File: src/rtl/core/ardss_pkg.sv
// Shared types and constants for the allreduce schedule sequencer.
// No dependencies; imported by every module under rtl/core.
`timescale 1ns / 1ps

package ardss_pkg;

    localparam int MAX_RANKS = 1024;
    localparam int RANK_W    = 10;
    localparam int COUNT_W   = 11;
    localparam int CFG_IDX_W = 2;

    localparam logic OP_START = 1'b0;
    localparam logic OP_POLL  = 1'b1;

    localparam logic [CFG_IDX_W-1:0] CFG_MY_RANK   = 2'd0;
    localparam logic [CFG_IDX_W-1:0] CFG_NUM_RANKS = 2'd1;

    localparam logic [COUNT_W-1:0] MAX_COUNT = COUNT_W'(MAX_RANKS);

    typedef enum logic [2:0] {
        PH_IDLE       = 3'd0,
        PH_START_PRE  = 3'd1,
        PH_DONE_PRE   = 3'd2,
        PH_START_BF   = 3'd3,
        PH_DONE_BF    = 3'd4,
        PH_START_POST = 3'd5,
        PH_DONE_POST  = 3'd6,
        PH_RESULT     = 3'd7
    } t_phase;

    typedef struct packed {
        logic opcode;
        logic local_write_done;
        logic incoming_write_done;
        logic send_complete;
        logic recv_complete;
    } t_in_word;

    typedef struct packed {
        logic              issue_send;
        logic              issue_recv;
        logic [RANK_W-1:0] peer_rank;
        logic              recv_target;
        logic              do_reduce;
        logic              reduce_order;
        logic              finished;
        logic [2:0]        phase_now;
    } t_out_word;

    typedef struct packed {
        t_phase             phase;
        logic [COUNT_W-1:0] stage_mask;
        logic [RANK_W-1:0]  logical_rank;
        logic [RANK_W-1:0]  stage_partner;
        logic [COUNT_W-1:0] pow2_floor;
        logic [RANK_W-1:0]  remainder_count;
    } t_seq_state;

    typedef struct packed {
        t_phase             phase;
        logic [RANK_W-1:0]  logical_rank;
        logic [COUNT_W-1:0] pow2_floor;
        logic [RANK_W-1:0]  remainder_count;
    } t_start_info;

endpackage

File: src/rtl/core/ardss_start.sv
// Start decode: clamps the rank count, finds its power-of-two floor, remainder,
// logical rank and first phase. Depends on ardss_pkg.
`timescale 1ns / 1ps

module ardss_start (
    input  logic [ardss_pkg::RANK_W-1:0]  i_my_rank,
    input  logic [ardss_pkg::COUNT_W-1:0] i_num_ranks,
    output ardss_pkg::t_start_info        o_info
);
    import ardss_pkg::*;

    logic [COUNT_W-1:0] count;
    logic [COUNT_W-1:0] pow2;
    logic [COUNT_W-1:0] rem_full;
    logic [RANK_W-1:0]  rem;
    logic [COUNT_W-1:0] rank_ext;

    always_comb begin
        if (i_num_ranks == '0) begin
            count = COUNT_W'(1);
        end else if (i_num_ranks > MAX_COUNT) begin
            count = MAX_COUNT;
        end else begin
            count = i_num_ranks;
        end
    end

    // leading-one detect
    always_comb begin
        pow2 = COUNT_W'(1);
        for (int i = 0; i < COUNT_W; i++) begin
            if (count[i]) begin
                pow2 = COUNT_W'(1) << i;
            end
        end
    end

    assign rem_full = count - pow2;
    assign rem      = rem_full[RANK_W-1:0];
    assign rank_ext = {1'b0, i_my_rank};

    always_comb begin
        o_info.pow2_floor      = pow2;
        o_info.remainder_count = rem;
        if (rank_ext >= count) begin
            o_info.logical_rank = '0;
            o_info.phase        = PH_RESULT;
        end else if (rank_ext < {rem, 1'b0}) begin
            o_info.logical_rank = i_my_rank[0] ? (i_my_rank >> 1) : '0;
            o_info.phase        = PH_START_PRE;
        end else begin
            o_info.logical_rank = i_my_rank - rem;
            o_info.phase        = PH_START_BF;
        end
    end

endmodule

File: src/rtl/core/ardss_step.sv
// Per-item sequencing: next phase, stage mask and partner, and the command word.
// Depends on ardss_pkg; takes the start decode from ardss_start.
`timescale 1ns / 1ps

module ardss_step (
    input  ardss_pkg::t_in_word          i_word,
    input  ardss_pkg::t_seq_state        i_state,
    input  ardss_pkg::t_start_info       i_start,
    input  logic [ardss_pkg::RANK_W-1:0] i_my_rank,
    output ardss_pkg::t_seq_state        o_state,
    output ardss_pkg::t_out_word         o_word
);
    import ardss_pkg::*;

    logic               even;
    logic               in_pre;
    logic [COUNT_W-1:0] rank_ext;
    logic [COUNT_W-1:0] rem_ext;
    logic [COUNT_W-1:0] dst;
    logic [COUNT_W-1:0] partner;
    logic               mask_done;
    logic [RANK_W-1:0]  rank_up;
    logic [RANK_W-1:0]  rank_dn;

    assign even      = ~i_my_rank[0];
    assign rank_ext  = {1'b0, i_my_rank};
    assign rem_ext   = {1'b0, i_state.remainder_count};
    assign in_pre    = rank_ext < {i_state.remainder_count, 1'b0};
    assign dst       = {1'b0, i_state.logical_rank} ^ i_state.stage_mask;
    assign partner   = (dst < rem_ext) ? {dst[COUNT_W-2:0], 1'b1} : dst + rem_ext;
    assign mask_done = i_state.stage_mask >= i_state.pow2_floor;
    assign rank_up   = i_my_rank + RANK_W'(1);
    assign rank_dn   = i_my_rank - RANK_W'(1);

    // next state
    always_comb begin
        o_state = i_state;
        if (i_word.opcode == OP_START) begin
            o_state.phase           = i_start.phase;
            o_state.stage_mask      = COUNT_W'(1);
            o_state.stage_partner   = '0;
            o_state.logical_rank    = i_start.logical_rank;
            o_state.pow2_floor      = i_start.pow2_floor;
            o_state.remainder_count = i_start.remainder_count;
        end else begin
            case (i_state.phase)
                PH_START_PRE: begin
                    if (even ? i_word.local_write_done
                             : (i_word.local_write_done && i_word.incoming_write_done)) begin
                        o_state.phase = PH_DONE_PRE;
                    end
                end
                PH_DONE_PRE: begin
                    if (even && i_word.send_complete) begin
                        o_state.phase = PH_START_POST;
                    end else if (!even && i_word.recv_complete) begin
                        o_state.phase = PH_START_BF;
                    end
                end
                PH_START_BF: begin
                    if (mask_done) begin
                        o_state.phase = in_pre ? PH_START_POST : PH_RESULT;
                    end else begin
                        o_state.stage_partner = partner[RANK_W-1:0];
                        if (i_word.local_write_done && i_word.incoming_write_done) begin
                            o_state.phase = PH_DONE_BF;
                        end
                    end
                end
                PH_DONE_BF: begin
                    if (i_word.recv_complete && i_word.send_complete) begin
                        o_state.stage_mask = i_state.stage_mask << 1;
                        o_state.phase      = PH_START_BF;
                    end
                end
                PH_START_POST: begin
                    if (i_word.local_write_done) begin
                        o_state.phase = PH_DONE_POST;
                    end
                end
                PH_DONE_POST: begin
                    if (even ? i_word.recv_complete : i_word.send_complete) begin
                        o_state.phase = PH_RESULT;
                    end
                end
                default: begin
                end
            endcase
        end
    end

    // command word
    always_comb begin
        o_word = '0;
        if (i_word.opcode == OP_POLL) begin
            case (i_state.phase)
                PH_START_PRE: begin
                    if (even && i_word.local_write_done) begin
                        o_word.issue_send = 1'b1;
                        o_word.peer_rank  = rank_up;
                    end else if (!even && i_word.local_write_done
                                 && i_word.incoming_write_done) begin
                        o_word.issue_recv = 1'b1;
                        o_word.peer_rank  = rank_dn;
                    end
                end
                PH_DONE_PRE: begin
                    if (!even && i_word.recv_complete) begin
                        o_word.do_reduce = 1'b1;
                    end
                end
                PH_START_BF: begin
                    if (!mask_done && i_word.local_write_done
                        && i_word.incoming_write_done) begin
                        o_word.issue_send = 1'b1;
                        o_word.issue_recv = 1'b1;
                        o_word.peer_rank  = partner[RANK_W-1:0];
                    end
                end
                PH_DONE_BF: begin
                    if (i_word.recv_complete && i_word.send_complete) begin
                        o_word.do_reduce    = 1'b1;
                        o_word.reduce_order = !(i_state.stage_partner < i_my_rank);
                    end
                end
                PH_START_POST: begin
                    if (i_word.local_write_done) begin
                        if (even) begin
                            o_word.issue_recv  = 1'b1;
                            o_word.recv_target = 1'b1;
                            o_word.peer_rank   = rank_up;
                        end else begin
                            o_word.issue_send = 1'b1;
                            o_word.peer_rank  = rank_dn;
                        end
                    end
                end
                default: begin
                end
            endcase
        end
        o_word.finished  = (o_state.phase == PH_RESULT);
        o_word.phase_now = o_state.phase;
    end

endmodule

File: src/rtl/core/allreduce_schedule_sequencer_unit.sv
// Top level of the allreduce schedule sequencer: config registers, state, output register.
// Depends on ardss_pkg, ardss_start and ardss_step.
`timescale 1ns / 1ps
//
//  channel | signals                                   | direction
//  --------+-------------------------------------------+----------
//  in      | i_in_valid, o_in_stall, i_in_data          | word in
//  out     | o_out_valid, i_out_stall, o_out_data       | word out
//  cfg     | i_cfg_valid, o_cfg_ready, i_cfg_index/data | write in
//
//  One word per clock unless stalled; the result is registered for the next cycle.
//  The whole step is combinational logic from the state registers to the output register.
//  Input stalls only while a held result is itself stalled.
//  Reset: phase idle, stage mask 1, power-of-two floor 1, my_rank 0, num_ranks 1.
//  The config port is always ready.

module allreduce_schedule_sequencer_unit (
    input  logic                            i_clk,
    input  logic                            i_rst_n,
    input  logic                            i_in_valid,
    output logic                            o_in_stall,
    input  ardss_pkg::t_in_word             i_in_data,
    output logic                            o_out_valid,
    input  logic                            i_out_stall,
    output ardss_pkg::t_out_word            o_out_data,
    input  logic                            i_cfg_valid,
    output logic                            o_cfg_ready,
    input  logic [ardss_pkg::CFG_IDX_W-1:0] i_cfg_index,
    input  logic [ardss_pkg::COUNT_W-1:0]   i_cfg_data
);
    import ardss_pkg::*;

    logic [RANK_W-1:0]  r_my_rank;
    logic [COUNT_W-1:0] r_num_ranks;
    t_seq_state         r_state;
    t_seq_state         n_state;
    logic               r_out_valid;
    t_out_word          r_out_data;
    t_out_word          n_out_data;
    t_start_info        start_info;
    logic               in_accept;

    assign o_cfg_ready = 1'b1;
    assign o_in_stall  = r_out_valid & i_out_stall;
    assign in_accept   = i_in_valid & ~o_in_stall;
    assign o_out_valid = r_out_valid;
    assign o_out_data  = r_out_data;

    ardss_start u_start (
        .i_my_rank   (r_my_rank),
        .i_num_ranks (r_num_ranks),
        .o_info      (start_info)
    );

    ardss_step u_step (
        .i_word    (i_in_data),
        .i_state   (r_state),
        .i_start   (start_info),
        .i_my_rank (r_my_rank),
        .o_state   (n_state),
        .o_word    (n_out_data)
    );

    always_ff @(posedge i_clk) begin
        if (!i_rst_n) begin
            r_my_rank   <= '0;
            r_num_ranks <= COUNT_W'(1);
        end else if (i_cfg_valid && o_cfg_ready) begin
            if (i_cfg_index == CFG_MY_RANK) begin
                r_my_rank <= i_cfg_data[RANK_W-1:0];
            end else if (i_cfg_index == CFG_NUM_RANKS) begin
                r_num_ranks <= i_cfg_data;
            end
        end
    end

    always_ff @(posedge i_clk) begin
        if (!i_rst_n) begin
            r_state.phase           <= PH_IDLE;
            r_state.stage_mask      <= COUNT_W'(1);
            r_state.logical_rank    <= '0;
            r_state.stage_partner   <= '0;
            r_state.pow2_floor      <= COUNT_W'(1);
            r_state.remainder_count <= '0;
            r_out_valid             <= 1'b0;
        end else begin
            if (in_accept) begin
                r_state <= n_state;
            end
            if (in_accept) begin
                r_out_valid <= 1'b1;
            end else if (!i_out_stall) begin
                r_out_valid <= 1'b0;
            end
        end
    end

    always_ff @(posedge i_clk) begin
        if (in_accept) begin
            r_out_data <= n_out_data;
        end
    end

    a_mask_onehot: assert property (@(posedge i_clk) disable iff (!i_rst_n)
        $onehot(r_state.stage_mask) && $onehot(r_state.pow2_floor))
        else $error("stage mask or pow2 floor not one-hot");

    a_mask_bound: assert property (@(posedge i_clk) disable iff (!i_rst_n)
        r_state.stage_mask <= r_state.pow2_floor)
        else $error("stage mask passed pow2 floor");

    a_rem_bound: assert property (@(posedge i_clk) disable iff (!i_rst_n)
        {1'b0, r_state.remainder_count} < r_state.pow2_floor)
        else $error("remainder not below pow2 floor");

    a_finished: assert property (@(posedge i_clk) disable iff (!i_rst_n)
        o_out_valid |-> (o_out_data.finished == (o_out_data.phase_now == PH_RESULT)))
        else $error("finished flag disagrees with phase");

    a_start_quiet: assert property (@(posedge i_clk) disable iff (!i_rst_n)
        (in_accept && i_in_data.opcode == OP_START) |=>
        (!o_out_data.issue_send && !o_out_data.issue_recv && !o_out_data.do_reduce))
        else $error("start word issued a command");

endmodule
File: config.mk
export PLATFORM = sky130hd
export DESIGN_NAME = allreduce_schedule_sequencer_unit
export DESIGN_NICKNAME = d
export VERILOG_FILES = /design/src/rtl/core/ardss_pkg.sv /design/src/rtl/core/ardss_start.sv /design/src/rtl/core/ardss_step.sv /design/src/rtl/core/allreduce_schedule_sequencer_unit.sv
export SDC_FILE = /design/constraint.sdc
export NUM_CORES = 1
export LEC_CHECK = 0
export BUFFER_PORTS_ARGS = -buffer_cell sky130_fd_sc_hd__buf_4
export CORE_MARGIN = 5
export CORE_UTILIZATION = 60
export DETAILED_ROUTE_END_ITERATION = 8
export GPL_TIMING_DRIVEN = 0
export PLACE_DENSITY = 0.78
export SYNTH_ARGS = -nofsm -noshare
export SYNTH_HDL_FRONTEND = slang
export SYNTH_HIERARCHICAL = 1
export SYNTH_SLANG_ARGS = --single-unit
File: constraint.sdc
create_clock -name i_clk -period 6.2 [get_ports i_clk]
set_input_delay 0.93 -clock i_clk [delete_from_list [all_inputs] [get_ports i_clk]]
set_output_delay 0.93 -clock i_clk [all_outputs]
set_load 0.02 [all_outputs]
==> impl_metrics.json, run 1 <==
{
  "status": "finished clean",
  "yosysTopAreaCellShare_pct": 18.2,
  "start_util_pct": 61.1,
  "first_pass_iters": 5,
  "ir_drop_mv": 0.160,
  "worstPathArrival_ns": 5.86,
  "grt_usage_pct": 28.9,
  "route.met2.wl_um": 11200,
  "rsz0062_at_grt": "no",
  "p_switching_uw": 641,
  "die_height_um": 129,
  "synth_fp_nets": 1162,
  "grt_overflow": 0,
  "grt_pass1_vias": 7320,
  "fin_crit_ns": 5.73,
  "yosysWarnings": 6,
  "cp.required_ns": 6.32,
  "route.layer.met1.wl_um": 9880,
  "cell_internal_pwr_uw": 1220,
  "die_w_um": 129,
  "finalHoldViolCount": 0,
  "drive_above_1_share_pct": 12.4,
  "slew_viol_final": 0,
  "hold_buffers": 0,
  "fmax_ghz": 0.174,
  "grt_pass1_wl_um": 37600,
  "antenna_found_initial": 1,
  "route.vias.total": 7847,
  "cts_sinks": 96,
  "wl_per_cell_um": 18.2,
  "core_um2": 13900,
  "clkSlewWorstSetupHoldPaths_ns": 0.08,
  "p_clk_share_pct": 31.1,
  "area_growth_pct": 9.77,
  "final_nets": 1213,
  "setup_tns_ns": 0,
  "routed_wl_um": 23500,
  "start_kind": "flip-flop",
  "ant_nets": 0,
  "power_switching_share_pct": 34.5,
  "synth_ff_type": "dfxtp_1",
  "cp_max_fo": 11,
  "synth.largest_area_cell": "dfxtp_1",
  "skew_ns": 0.0139,
  "cts_buffers": 9,
  "top_layer": "met4",
  "setup_viol": 0,
  "post_cts_buffers": 0,
  "cts_buffer_depth": 2,
  "syn_inst": 1054,
  "fin_crit_sh_pct": 92.5,
  "yosysSeqAreaShare_pct": 24.9,
  "gp_congestion": 0.935,
  "synth_edf_count": 19,
  "place_hpwl_um": 18000,
  "dp_slack_ns": 0.464,
  "holdWs_ns": 0.471,
  "mostFrequentLayoutCells": "211 x nand2_1, 82 x ha_1, 78 x mux2i_1",
  "slew_headroom_pct": 38.8,
  "worstHoldPathType": "reg -> reg",
  "leakage_uw": 0.00395,
  "io_pins": 45,
  "rows": 43,
  "grt_max_degree": 29,
  "drcViolationCount": 0,
  "cts_resized": 0,
  "drtIter0Drc": 806,
  "synthArstFlopShare_pct": 0,
  "synthTopCellsByArea": "dfxtp_1 18%, ha_1 12%, nand2_1 9.3%, mux2i_1 9.2%, edfxtp_1 6.7%",
  "ys_types": 78,
  "htreeDepth": 3,
  "power.density_nw_per_um2": 199,
  "stdcell_count": 1291,
  "pwr-share-seq_pct": 36.8,
  "viasPerCell": 6.08,
  "wl_met3_um": 1540,
  "path_class": "reg -> reg",
  "fill_cells": 1239,
  "postSynthAreaPerCell_um2": 8.05,
  "io_buffers": 41,
  "power_frac_comb_pct": 32.1,
  "mostFrequentLayoutCell": "nand2_1",
  "ys_seq_elements": 96,
  "cts_tree": "yes",
  "end_kind": "flip-flop",
  "setup_ws_ns": 0.466,
  "die_area_um2": 16600,
  "clk_latency_ns": 0.37,
  "worst_slew_pin_slew_ns": 0.907,
  "max_cap_viol_count": 0,
  "placed_cells": 1275,
  "syn-cell-area_um2": 8490,
  "root_buffer": "clkbuf_16"
}
-- logic make-up after synthesis --
group	synth area share, %
buffers and inverters	7.52
XOR/XNOR	3.07
AND/OR/NAND/NOR	21.6
adder cells (fa/ha/maj)	12.9
multiplexers	13.7
flip-flops	24.9
other	0.0885
AO/OA/AOI/OAI	16.2
-- per-layer routing --
layer  GRT usage (%)  vias to the layer above
li1                -                     3802
met1            36.6                     3685
met2            48.2                      299
met3            4.32                       61
met4            14.1                        0
met5               0                        -
-- critical path, stage by stage, from the launching register on --
cell and delay (ns):
dfxtp_1 0.50, inv_1 0.25, nand2_1 0.21, nand3_1 0.14, or3_1 0.41, inv_1 0.17
fa_1 0.23, nor2b_1 0.07, o2111a_1 0.26, nor3_1 0.23, xnor2_1 0.20, inv_1 0.12
ha_1 0.28, inv_1 0.06, a2111oi_0 0.06, a211o_2 0.37, o31ai_1 0.34, a311oi_4 0.23
clkbuf_2 0.24, or2_2 0.31, nor2_1 0.13, nor2_1 0.06, o211ai_1 0.12, o21ai_0 0.11
o31ai_1 0.12, nand2_1 0.13, buf_4 0.15
-- synthesized netlist by cell type, types with 5 or more instances --
cell type / n
a211oi_1: 10
a21o_1: 7
a21oi_1: 58
a31oi_1: 5
and2_1: 6
and3_1: 7
buf_2: 5
buf_4: 16
clkbuf_1: 26
dfxtp_1: 77
edfxtp_1: 19
ha_1: 82
inv_1: 76
mux2_2: 34
mux2i_1: 78
nand2_1: 211
nand2b_1: 13
nand3_1: 19
nand3b_1: 12
nand4_1: 6
nor2_1: 46
nor2b_1: 18
nor3_1: 20
nor3b_1: 6
nor4_1: 5
o2111ai_1: 6
o211ai_1: 11
o21a_1: 7
o21ai_0: 41
o21ai_1: 5
o22ai_1: 5
o31ai_1: 5
or2_2: 8
or3_1: 10
xnor2_1: 9
xor2_1: 18
-- final cells by class --
type | instances | area, µm² | area share (%)
buffer | 53 | 347 | 3.72
inverter | 77 | 289 | 3.10
clock buffer | 9 | 225 | 2.42
sequential | 96 | 2110 | 22.7
tap | 180 | 225 | 2.42
antenna | 1 | 2.50 | 0.0269
timing repair buffer | 41 | 308 | 3.30
multi-input combinational | 827 | 5740 | 61.6
clock inverter | 7 | 66.3 | 0.712
-- registers in the layout, summed over array words and instances, names as in the netlist --
| register | count |
|---|---|
| o_out_data | 19 |
| o_out_valid | 1 |
| r_my_rank | 10 |
| r_num_ranks | 11 |
| r_state | 55 |
-- through the flow --
stage                     area, µm²  total power [µW]  util [%]
after detailed placement       9020              1280      65.0
after CTS                      9310              1850      67.1
after global placement         9020              1270      65.0
after floorplan                8490              1130         -
final                          9320              1860      67.1
after global routing           9320              1950      67.1
-- power by group through the flow --
stage                     Sequential, µW  Clock (µW)  Combinational (µW)
after floorplan                      698           0                 429
after global placement               696           0                 570
after detailed placement             697           0                 580
after CTS                            683         585                 584
after global routing                 686         609                 652
final                                683         579                 597
-- final timing paths --
check,startpoint,endpoint,slack (ns),cells past startpoint
worst max register to register,r_num_ranks[10],o_out_data[1],0.47,26
worst min register to register,r_state[21],r_state[21],0.47,2
worst max-delay path,r_num_ranks[10],o_out_data[1],0.47,26
worst min-delay path,r_state[21],r_state[21],0.47,2
Power figures use the tool's default switching activity.
==> run 2: changes to the inputs <==
- PLACE_DENSITY: 0.78 -> 0.75
==> impl_metrics.json, run 2 (same netlist as run 1, synthesis figures left out) <==
{
  "ant_nets": 0,
  "status": "finished clean",
  "ir_drop_mv": 0.162,
  "route.vias.total": 7867,
  "globalRouteMet3Util_pct": 4.23,
  "regMostFlops": "r_state",
  "post_cts_buffers": 0,
  "slew_headroom_pct": 36.7,
  "first_pass_iters": 5,
  "htreeDepth": 3,
  "mostFrequentLayoutCell": "nand2_1",
  "drive_above_1_share_pct": 12.6,
  "skew_ns": 0.0150,
  "grt_max_degree": 29,
  "routed_wl_um": 24000,
  "cts_buffer_depth": 2,
  "setup_tns_ns": 0,
  "leakage_uw": 0.00396,
  "root_buffer": "clkbuf_16",
  "start_util_pct": 61.1,
  "cp_max_fo": 10,
  "hold_buffers": 0,
  "grt_overflow": 0,
  "die_area_um2": 16600,
  "setup_viol": 0,
  "path_class": "reg -> reg",
  "gp_congestion": 0.948,
  "die_w_um": 129,
  "largest_reg_flops": 55,
  "max_cap_viol_count": 0,
  "cts_sinks": 96,
  "clk_latency_ns": 0.36,
  "place_hpwl_um": 18300,
  "cp.required_ns": 6.32,
  "wl_per_cell_um": 18.6,
  "slew_viol_final": 0,
  "reg2reg_slack_ns": 0.52,
  "io_pins": 45,
  "finalHoldViolCount": 0,
  "fmax_ghz": 0.176,
  "drtIter0Drc": 663,
  "cts_buffers": 9,
  "fin_crit_ns": 5.68,
  "fill_cells": 1223,
  "antenna_found_initial": 0,
  "grt_pass1_vias": 7324,
  "met1_usage_pct": 37.7,
  "use_met2_pct": 47.7,
  "rows": 43,
  "clkSlewWorstSetupHoldPaths_ns": 0.08,
  "power.density_nw_per_um2": 203,
  "end_kind": "flip-flop",
  "post-route-util_pct": 67.4,
  "start_kind": "flip-flop",
  "fin_crit_sh_pct": 91.7,
  "viasPerCell": 6.09,
  "final_nets": 1214,
  "drcViolationCount": 0,
  "rsz0062_at_grt": "no",
  "worstPathArrival_ns": 5.80,
  "area_growth_pct": 10.2,
  "cts_tree": "yes",
  "busiest_layer": "met2",
  "mostFrequentLayoutCells": "211 x nand2_1, 82 x ha_1, 78 x mux2i_1",
  "die_height_um": 129,
  "grt_usage_pct": 29.2,
  "io_buffers": 41,
  "worst_slew_pin_slew_ns": 0.937,
  "core_um2": 13900,
  "worstHoldPathType": "reg -> reg",
  "antennaDiodeCount": 0,
  "grt_pass1_wl_um": 38200
}
==> run 2: cell types whose count changed in the layout (fill, tap and decap cells not counted), sizes merged <==
cell    delta
inv        -2
clkbuf     +3
diode      -1
==> run 2: worst paths after layout <==
check,startpoint,endpoint,cells after the start
worst max-delay path,r_num_ranks[10],o_out_data[1],26
worst min-delay path,r_state[21],r_state[21],2
worst max register to register,r_num_ranks[10],o_out_data[1],26
worst min register to register,r_state[21],r_state[21],2
==> run 2: critical path, stage by stage (launching register included) <==
cell       delay, ns
dfxtp_2         0.42
inv_1           0.07
clkbuf_1        0.23
nand2_1         0.19
nand3_1         0.12
or3_1           0.39
ha_1            0.29
nor2b_1         0.26
o21ai_0         0.11
nand2b_1        0.09
xor2_1          0.20
inv_1           0.10
ha_1            0.30
nor4_1          0.28
a2111oi_0       0.11
a211o_2         0.37
o31ai_2         0.25
a311oi_4        0.21
clkbuf_1        0.27
or2_2           0.33
nor2_1          0.13
nor2_1          0.06
o211ai_1        0.11
o21ai_0         0.11
o31ai_1         0.13
nand2_1         0.15
buf_4           0.15
==> run 2: power by group <==
part	switching (µW)	internal [µW]
Combinational	357	247
Sequential	24.3	658
Clock	267	342
Total	648	1250
==> run 2: cell type report <==
| cell class | instances | area (µm²) | share of cell area, % |
|---|---|---|---|
| multi-input combinational | 827 | 5750 | 61.5 |
| tap | 180 | 225 | 2.41 |
| clock buffer | 11 | 254 | 2.72 |
| sequential | 96 | 2110 | 22.6 |
| clock inverter | 5 | 63.8 | 0.683 |
| inverter | 77 | 289 | 3.09 |
| buffer | 54 | 349 | 3.73 |
| timing repair buffer | 41 | 308 | 3.29 |
==> run 2: timing repair <==
action	4_1_cts	5_1_grt
endpoints found under the setup margin	0	3
hold endpoints to repair	0	0
gates resized for setup	0	3
==> run 2: metrics by stage <==
stage          area (µm²)  hold WS (ns)  std cells  power (µW)  setup slack [ns]
3_3_place_gp         9020         0.444       1275        1270             0.449
5_1_grt              9350         0.502       1291        1980            0.0239
6_report             9350         0.471       1291        1900             0.516
3_5_place_dp         9020         0.463       1275        1280             0.419
2_1_floorplan        8490         0.434       1054        1130              1.22
4_1_cts              9340         0.476       1291        1890             0.377
==> run 2: per-layer routing <==
layer	share of wire [%]	vias to the layer above
met3	7.2	69
met4	4.2	0
met5	0	-
li1	-	3796
met1	42	3660
met2	46	342
